File: config.mk
export PLATFORM = sky130hd
export DESIGN_NAME = rotary_encoder_value_tracker_core
export DESIGN_NICKNAME = d
export VERILOG_FILES = /design/src/rtl/revt_pkg.sv /design/src/rtl/revt_decode.sv /design/src/rtl/revt_obuf.sv /design/src/rtl/rotary_encoder_value_tracker_core.sv
export SDC_FILE = /design/constraint.sdc
export NUM_CORES = 1
export LEC_CHECK = 0
export ABC_AREA = 1
export BUFFER_PORTS_ARGS = -buffer_cell sky130_fd_sc_hd__buf_2
export CAP_MARGIN = 5
export CORE_ASPECT_RATIO = 1.25
export CORE_UTILIZATION = 37
export CTS_CLUSTER_SIZE = 40
export DETAILED_ROUTE_END_ITERATION = 6
export MAX_ROUTING_LAYER = met4
export SLEW_MARGIN = 10
export SYNTH_ARGS = -nofsm -noshare
export SYNTH_HDL_FRONTEND = slang
export SYNTH_HIERARCHICAL = 1
export SYNTH_SLANG_ARGS = --single-unit
File: constraint.sdc
create_clock -name clk -period 3.1 [get_ports clk]
set_input_delay 0.31 -clock clk [delete_from_list [all_inputs] [get_ports clk]]
set_output_delay 0.31 -clock clk [all_outputs]
set_load 0.02 [all_outputs]
File: src/rtl/revt_pkg.sv
// Shared types and constants for the rotary encoder value tracker.
// No dependencies; every other file in rtl imports this package.
package revt_pkg;

  localparam int HISTORY_LEN = 8;

  localparam int VALUE_W = 8;
  localparam int STEP_COUNT_W = 16;
  localparam int PRESS_W = 8;
  localparam int CFG_IDX_W = 1;
  localparam int CFG_DATA_W = 8;
  localparam int IN_TDATA_W = 8;
  localparam int OUT_TDATA_W = 40;

  localparam logic [VALUE_W-1:0] STEP_SIZE_RESET = 8'd4;
  localparam logic [VALUE_W-1:0] MAX_VALUE_RESET = 8'hFF;

  typedef logic [HISTORY_LEN-1:0] history_t;

  typedef enum logic [1:0] {
    MOTION_NONE = 2'd0,
    MOTION_UP   = 2'd1,
    MOTION_DOWN = 2'd2
  } motion_t;

  typedef enum logic [CFG_IDX_W-1:0] {
    REG_STEP_SIZE = 1'd0,
    REG_MAX_VALUE = 1'd1
  } cfg_reg_t;

  typedef struct packed {
    logic a_level;
    logic b_level;
    logic switch_level;
  } pins_t;

  // Declared high field first so that value lands in the lowest bits.
  typedef struct packed {
    motion_t                   motion;
    logic [PRESS_W-1:0]        press_count;
    logic [STEP_COUNT_W-1:0]   step_count;
    logic [VALUE_W-1:0]        value;
  } result_t;

  localparam int RESULT_W = $bits(result_t);

endpackage

File: src/rtl/revt_decode.sv
// Encoder state, configuration registers and the per-sample update logic.
// Depends on revt_pkg.
module revt_decode (
  input  logic                           clk,
  input  logic                           rst,
  input  logic                           cfg_we,
  input  logic [revt_pkg::CFG_IDX_W-1:0] cfg_index,
  input  logic [revt_pkg::CFG_DATA_W-1:0] cfg_data,
  input  logic                           sample_en,
  input  revt_pkg::pins_t                pins,
  output revt_pkg::result_t              result
);
  import revt_pkg::*;

  logic [VALUE_W-1:0]      step_size;
  logic [VALUE_W-1:0]      max_value;
  history_t                a_history;
  history_t                b_history;
  history_t                switch_history;
  logic                    armed;
  logic                    switch_armed;
  logic [VALUE_W-1:0]      tracked_value;
  logic [STEP_COUNT_W-1:0] detent_count;
  logic [PRESS_W-1:0]      presses;

  history_t                a_history_next;
  history_t                b_history_next;
  history_t                switch_history_next;
  logic                    armed_next;
  logic                    switch_armed_next;
  logic [VALUE_W-1:0]      tracked_value_next;
  logic [STEP_COUNT_W-1:0] detent_count_next;
  logic [PRESS_W-1:0]      presses_next;
  motion_t                 motion;
  logic [VALUE_W:0]        sum;

  always_ff @(posedge clk) begin
    if (rst) begin
      step_size <= STEP_SIZE_RESET;
      max_value <= MAX_VALUE_RESET;
    end else if (cfg_we) begin
      case (cfg_reg_t'(cfg_index))
        REG_STEP_SIZE: step_size <= cfg_data;
        REG_MAX_VALUE: max_value <= cfg_data;
        default: ;
      endcase
    end
  end

  always_comb begin
    a_history_next      = history_t'({a_history, ~pins.a_level});
    b_history_next      = history_t'({b_history, ~pins.b_level});
    switch_history_next = history_t'({switch_history, ~pins.switch_level});

    sum                = {1'b0, tracked_value} + {1'b0, step_size};
    tracked_value_next = tracked_value;
    detent_count_next  = detent_count;
    armed_next         = armed;
    motion             = MOTION_NONE;

    if (armed) begin
      if (a_history_next != '0) begin
        tracked_value_next = (sum > {1'b0, max_value}) ? max_value : sum[VALUE_W-1:0];
        detent_count_next  = detent_count + STEP_COUNT_W'(1);
        motion             = MOTION_UP;
        armed_next         = 1'b0;
      end else if (b_history_next != '0) begin
        tracked_value_next = (tracked_value >= step_size) ? tracked_value - step_size : '0;
        detent_count_next  = detent_count - STEP_COUNT_W'(1);
        motion             = MOTION_DOWN;
        armed_next         = 1'b0;
      end
    end else if (a_history_next == '0 && b_history_next == '0) begin
      armed_next = 1'b1;
    end

    presses_next      = presses;
    switch_armed_next = switch_armed;
    if (switch_armed) begin
      if (switch_history_next != '0) begin
        switch_armed_next = 1'b0;
        presses_next      = presses + PRESS_W'(1);
      end
    end else if (switch_history_next == '0) begin
      switch_armed_next = 1'b1;
    end

    result.value       = tracked_value_next;
    result.step_count  = detent_count_next;
    result.press_count = presses_next;
    result.motion      = motion;
  end

  always_ff @(posedge clk) begin
    if (rst) begin
      a_history      <= '0;
      b_history      <= '0;
      switch_history <= '0;
      armed          <= 1'b0;
      switch_armed   <= 1'b0;
      tracked_value  <= '0;
      detent_count   <= '0;
      presses        <= '0;
    end else if (sample_en) begin
      a_history      <= a_history_next;
      b_history      <= b_history_next;
      switch_history <= switch_history_next;
      armed          <= armed_next;
      switch_armed   <= switch_armed_next;
      tracked_value  <= tracked_value_next;
      detent_count   <= detent_count_next;
      presses        <= presses_next;
    end
  end

endmodule

File: src/rtl/revt_obuf.sv
// Result register with a skid stage, so a request can be taken while a result waits.
// Depends on revt_pkg.
module revt_obuf (
  input  logic              clk,
  input  logic              rst,
  input  logic              in_valid,
  output logic              in_ready,
  input  revt_pkg::result_t in_data,
  output logic              out_valid,
  input  logic              out_ready,
  output revt_pkg::result_t out_data
);
  import revt_pkg::*;

  logic    main_valid;
  logic    skid_valid;
  result_t main_data;
  result_t skid_data;

  assign in_ready  = !skid_valid;
  assign out_valid = main_valid;
  assign out_data  = main_data;

  always_ff @(posedge clk) begin
    if (rst) begin
      main_valid <= 1'b0;
      skid_valid <= 1'b0;
    end else if (!main_valid || out_ready) begin
      if (skid_valid) begin
        main_valid <= 1'b1;
        skid_valid <= 1'b0;
      end else begin
        main_valid <= in_valid;
      end
    end else if (in_valid && !skid_valid) begin
      skid_valid <= 1'b1;
    end
  end

  always_ff @(posedge clk) begin
    if (!main_valid || out_ready) begin
      main_data <= skid_valid ? skid_data : in_data;
    end else if (in_valid && !skid_valid) begin
      skid_data <= in_data;
    end
  end

endmodule

File: src/rtl/rotary_encoder_value_tracker_core.sv
// Top level of the rotary encoder value tracker: stream ports and configuration port.
// Depends on revt_pkg, revt_decode and revt_obuf.
//
// Each request carries one sample of the active-low A, B and switch pins and yields
// exactly one registered result. A new request is taken every cycle while the skid
// stage is empty; the state update and saturating add or subtract are combinational
// ahead of the result register and its skid stage, so s_tready drops only after the
// result side stalls. The user must write step_size and max_value through cfg_we,
// cfg_index and cfg_data while no request is in flight; the block does not enforce it.
module rotary_encoder_value_tracker_core (
  input  logic                            clk,
  input  logic                            rst,
  input  logic                            s_tvalid,
  output logic                            s_tready,
  // Fields from bit 0: a_level, b_level, switch_level, zero padding.
  input  logic [revt_pkg::IN_TDATA_W-1:0]  s_tdata,
  output logic                            m_tvalid,
  input  logic                            m_tready,
  // Fields from bit 0: value[7:0], step_count[15:0], press_count[7:0], motion[1:0],
  // zero padding.
  output logic [revt_pkg::OUT_TDATA_W-1:0] m_tdata,
  input  logic                            cfg_we,
  input  logic [revt_pkg::CFG_IDX_W-1:0]   cfg_index,
  input  logic [revt_pkg::CFG_DATA_W-1:0]  cfg_data
);
  import revt_pkg::*;

  pins_t   pins;
  result_t result;
  result_t out_result;
  logic    sample_en;

  assign pins.a_level      = s_tdata[0];
  assign pins.b_level      = s_tdata[1];
  assign pins.switch_level = s_tdata[2];
  assign sample_en         = s_tvalid && s_tready;
  assign m_tdata           = {{(OUT_TDATA_W - RESULT_W){1'b0}}, out_result};

  revt_decode u_decode (
    .clk       (clk),
    .rst       (rst),
    .cfg_we    (cfg_we),
    .cfg_index (cfg_index),
    .cfg_data  (cfg_data),
    .sample_en (sample_en),
    .pins      (pins),
    .result    (result)
  );

  revt_obuf u_obuf (
    .clk       (clk),
    .rst       (rst),
    .in_valid  (s_tvalid),
    .in_ready  (s_tready),
    .in_data   (result),
    .out_valid (m_tvalid),
    .out_ready (m_tready),
    .out_data  (out_result)
  );

endmodule
* Yosys cells after proc, flatten, opt, wreduce, memory -nomap -nowiden
Cells that the tools add are included.
** Storage, ports and cells
- Register bits :: 141
- Output and inout port bits :: 42
- Word-level logic and storage cells :: 69
** Cells by class
- $add $sub $neg :: 5
- Magnitude comparators :: 2
- Muxes and demuxes :: 22
- Bitwise operators :: 5
- Reductions and logical operators :: 15
** Operators by type and width (number)
- $mux 8 :: 7
- $mux 16 :: 3
- $mux 34 :: 1
- $logic_not 8->1 :: 3
- $reduce_bool 8->1 :: 3
- $add 16x1->16 const B :: 1
- $sub 16x1->16 const B :: 1
- $add 8x8->9 :: 1
- $gt 9x8->1 :: 1
- $add 8x1->8 const B :: 1
- $ge 8x8->1 :: 1
- $mux 1 :: 8
- $sub 8x8->8 :: 1
- $mux 2 :: 3
- $reduce_and 2->1 :: 3
- $not 1->1 :: 5
- $logic_and 1x1->1 :: 2
- $logic_not 1->1 :: 2
- $reduce_or 2->1 :: 1
- $logic_or 1x1->1 :: 1

* Depth between registers and ports, before layout
- Word-level depth :: 6
- Gate-level depth with buffers :: 24
- Depth with buffers taken out :: 23

* Cells and area by module
Netlist, hierarchy kept.
** Modules (own cells, without submodules)
- revt_decode :: times used 1, cells each 743, area an instance 4903.5 µm², seq. area each 1421.4 µm²
- revt_obuf :: times used 1, cells each 190, area an instance 2652.5 µm², seq. area each 2082.0 µm²
- rotary_encoder_value_tracker_core :: times used 1, cells each 9, area an instance 56.3 µm², seq. area each 0.0 µm²

* Worst setup path before layout
OpenSTA, ideal clock, no wires.
- Path kind :: reg2reg
- From :: register u_obuf.main_valid, in the netlist u_obuf/out_valid
- To :: register u_obuf/skid_data[0] (netlist name) (enable)
- Setup time :: 426 ps
- Arrival time :: 2817 ps
- Data required time :: 2674 ps
- Setup slack :: -143 ps
- Cell stages (with the launch flop) :: 3
- Path buffers :: 0
- Period minus slack after synthesis :: 3243 ps
- Path through :: dfxtp_1 nand2_1 nor2_1
** Between the ends
- Cells in the longest elaborated chain, start to end :: 4
** RTL lines
- start, declared :: line revt_obuf.sv:15 : logic main_valid;
- start signal, assigned :: line revt_obuf.sv:33 : main_valid <= in_valid;
- $logic_not 1->1 :: line revt_obuf.sv:41 : if (!main_valid || out_ready) begin
- $logic_or 1x1->1 :: line revt_obuf.sv:41
- $not 1->1 (no line)
- $reduce_and 2->1 (no line)
- end signal, assigned :: line revt_obuf.sv:44 : skid_data <= in_data;
- end, declared :: line revt_obuf.sv:18 : result_t skid_data;
Every way passes these cells.
A chain may end at the register's enable or synchronous reset.

==> flow_summary.ini <==
[power_and_ir_drop]
combPwrFrac = 0.195
netSwitchingPower_mw = 1.50
leakage_nw = 4.28
p_clk_frac = 0.366
intPower_mw = 3.48
ir_worst_vdd_v = 0.000332
seq_power_share = 0.440
p_per_area_nw_per_um2 = 551
sw_frac_of_total = 0.301

[finish]
syn2layout_area_growth_pct = 18.6
final_cell_mix = nand2_1, inv_1, nor2_1, dfxtp_1, edfxtp_1
regArea_um2 = 3510
multiInputGateArea_um2 = 3610
final_common_cell = nand2_1
drive_gt1_frac = 0.219
n_fill_cell = 2023
fin_cells = 1294
fin_nets = 1061

[clock_tree]
clk_path_buf_depth = 2
cts-root-buf = clkbuf_16
cts_inserted_buffers = 17
clock-sinks = 141
htreeDepth = 4
worstSkewPairLatency_ps = 420
cts_tree = yes
hold_buffers = 0
path_clk_slew_ps = 60

[run]
cap_violations = 0

[yosys]
seq_area_frac_synth = 0.460
syn_inst = 942
synth_compound_area_frac = 0.116
ys_ff_latch = 141
yosys_warnings = 6
avgSynthCellArea_um2 = 8.08
synthesis.area_um2 = 7610
synth-simple-area-share = 0.243
synth_top_family_by_area = simple AND/OR/NAND/NOR gates
synth.area.mux_share = 0
yosys.area_share.adder = 0.0496
yosysUniqueCellTypes = 46
synth_xor_area_frac = 0.0228

[place]
port_buffers = 52
dp_cells = 1257
dpl.hpwl_um = 11700
gp_congestion = 0.836
dp_slack_ps = -49.9

[worst_setup_path]
critPathLaunchType = register
crit_arrival_ps = 3130
crit_fanout = 8
path_class = reg2reg
cp.required_ps = 3270
end_kind = register

[die]
die_w_um = 130
die_h_um = 162
ios = 64
die_area_um2 = 21200
num_rows = 58
core_area_um2 = 20200
start_util = 0.377

[sta]
worstMarginPinSlew_ps = 543
final.min_clock_period_ps = 2960
finalCritPeriodShare = 0.955
hold_viol_final = 0
rsz0062_at_grt = yes
fin_ws_ps = 139
setup_viol = 0
clock.fmax_ghz = 0.338
setup_tns_ps = 0
drv_slew = 0
final.setup_skew_ps = 7.73
maxSlewHeadroom = 0.638

[global_routing]
globalRouteOverflowTotal = 0
grt_max_degree = 58
grt_pass1_vias = 5774
track_usage = 0.172
grt_pass1_wl_um = 27800
antenna_found_initial = 1

[routing]
wl_um = 16600
vias = 6126
postRouteAntennaNets = 0
dr.pass1.iters = 5
first_iter_violations = 347
drc = 0
vias_per_cell = 4.73
post_drt_wl_per_cell_um = 12.8

[status]
status = finished, final reports clean

[hold_path]
hp-class = in2reg
## sequential cells by signal (all words and copies together), names as in the netlist
register and count:
u_decode/a_history 7, u_decode/armed 1, u_decode/max_value 8, u_decode/presses 8
u_decode/detent_count 16, u_decode/switch_armed 1, u_decode/switch_history 7, u_decode/b_history 7
u_obuf/out_data 34, u_obuf/skid_valid 1, u_obuf/skid_data 34, u_decode/step_size 8
u_decode/tracked_value 8, u_obuf/out_valid 1
## metal layers
metal / GRT usage / routed length [um]
met1: 0.212 / 7780
met4: 0.0682 / 321
met3: 0.0329 / 581
met5: - / 0
met2: 0.275 / 7940
## critical path, cell delays in order (launching register included)
cell and delay (ps):
dfxtp_2 330, ha_4 160, fa_2 410, buf_4 150
buf_4 130, xnor2_2 130, ha_1 290, nand2_1 80
nor2_2 130, a21oi_1 70, nand2_1 50, nand2_1 60
nand2_2 110, nand2_4 100, nand2_8 140, nand2_2 60
nand3_2 90, nand3_2 110, nand2_2 70, nand2_1 40
## power by group through the flow
stage          combinational [mW]  sequential [mW]  clock (mW)
3_5_place_dp                0.874             2.22           0
2_1_floorplan               0.569             2.29           0
4_1_cts                     0.890             2.19        1.87
6_report                    0.968             2.19        1.82
3_3_place_gp                0.863             2.22           0
5_1_grt                      1.10             2.21        1.95
## what timing repair did
item / in CTS / in global routing
buffers inserted: 0 / 3
gates resized for setup: 7 / 59
gates cloned: 0 / 1
endpoints found under the setup margin: 8 / 24
pin swaps: 1 / 24
## worst paths after layout
| path | start | endpoint | slack [ps] | cells after the start |
|---|---|---|---|---|
| min reg2reg | u_decode/a_history[6]$_SDFFE_PP0P_ | u_decode/a_history[6]$_SDFFE_PP0P_ | 460 | 2 |
| min | s_tdata[2] | u_decode/switch_history[0]$_SDFFE_PP0P_ | 90 | 2 |
| max | u_decode/step_size[0]$_SDFFE_PP0P_ | u_obuf/out_data[7]$_DFFE_PP_ | 140 | 19 |
| max reg2reg | u_decode/step_size[0]$_SDFFE_PP0P_ | u_obuf/out_data[7]$_DFFE_PP_ | 140 | 19 |
## synth_stat cells (all sizes together)
library cell,n,share of area
nor2,78,0.044
conb,1,0.00049
clkinv,2,0.00099
nand3b,3,0.0030
o2111ai,2,0.0023
o21bai,2,0.0020
nand4,17,0.015
nand3,61,0.041
a31oi,1,0.0028
o211ai,11,0.011
edfxtp,68,0.27
nor3,6,0.0046
a21o,2,0.0020
xnor2,1,0.0012
ha,27,0.044
o21ai,75,0.051
xor2,18,0.022
nor3b,2,0.0033
dfxtp,73,0.19
nand2,242,0.13
o21a,2,0.0020
buf,23,0.028
fa,2,0.0053
a21oi,60,0.040
nor4,2,0.0016
clkbuf,19,0.0094
inv,140,0.070
o31ai,2,0.0026
## through the flow
stage	area (um^2)	util	hold WS [ps]	total power, mW
2_1_floorplan	7630	-	404	2.86
4_1_cts	8740	0.433	74.4	4.94
5_1_grt	9030	0.448	77.4	5.25
3_3_place_gp	8180	0.405	449	3.08
6_report	9030	0.448	88.1	4.98
3_5_place_dp	8180	0.405	454	3.10
## area by class of cell
type	count	share of cell area
timing repair buffer	85	0.0562
tap	270	0.0374
clock inverter	13	0.0101
multi-input combinational	623	0.400
antenna	1	0.000277
sequential	141	0.389
inverter	142	0.0599
clock buffer	19	0.0479
## logic make-up (layout without fill, tap and decap cells)
| logic type | Yosys count | after routing |
|---|---|---|
| other cells | 1 | 7 |
| buf+inv | 184 | 259 |
| xor+xnor | 19 | 19 |
| simple gates | 411 | 412 |
| flops | 141 | 141 |
| compound gates | 157 | 157 |
| fa+ha+maj | 29 | 29 |
No activity file was read; power rests on OpenSTA's default activity.
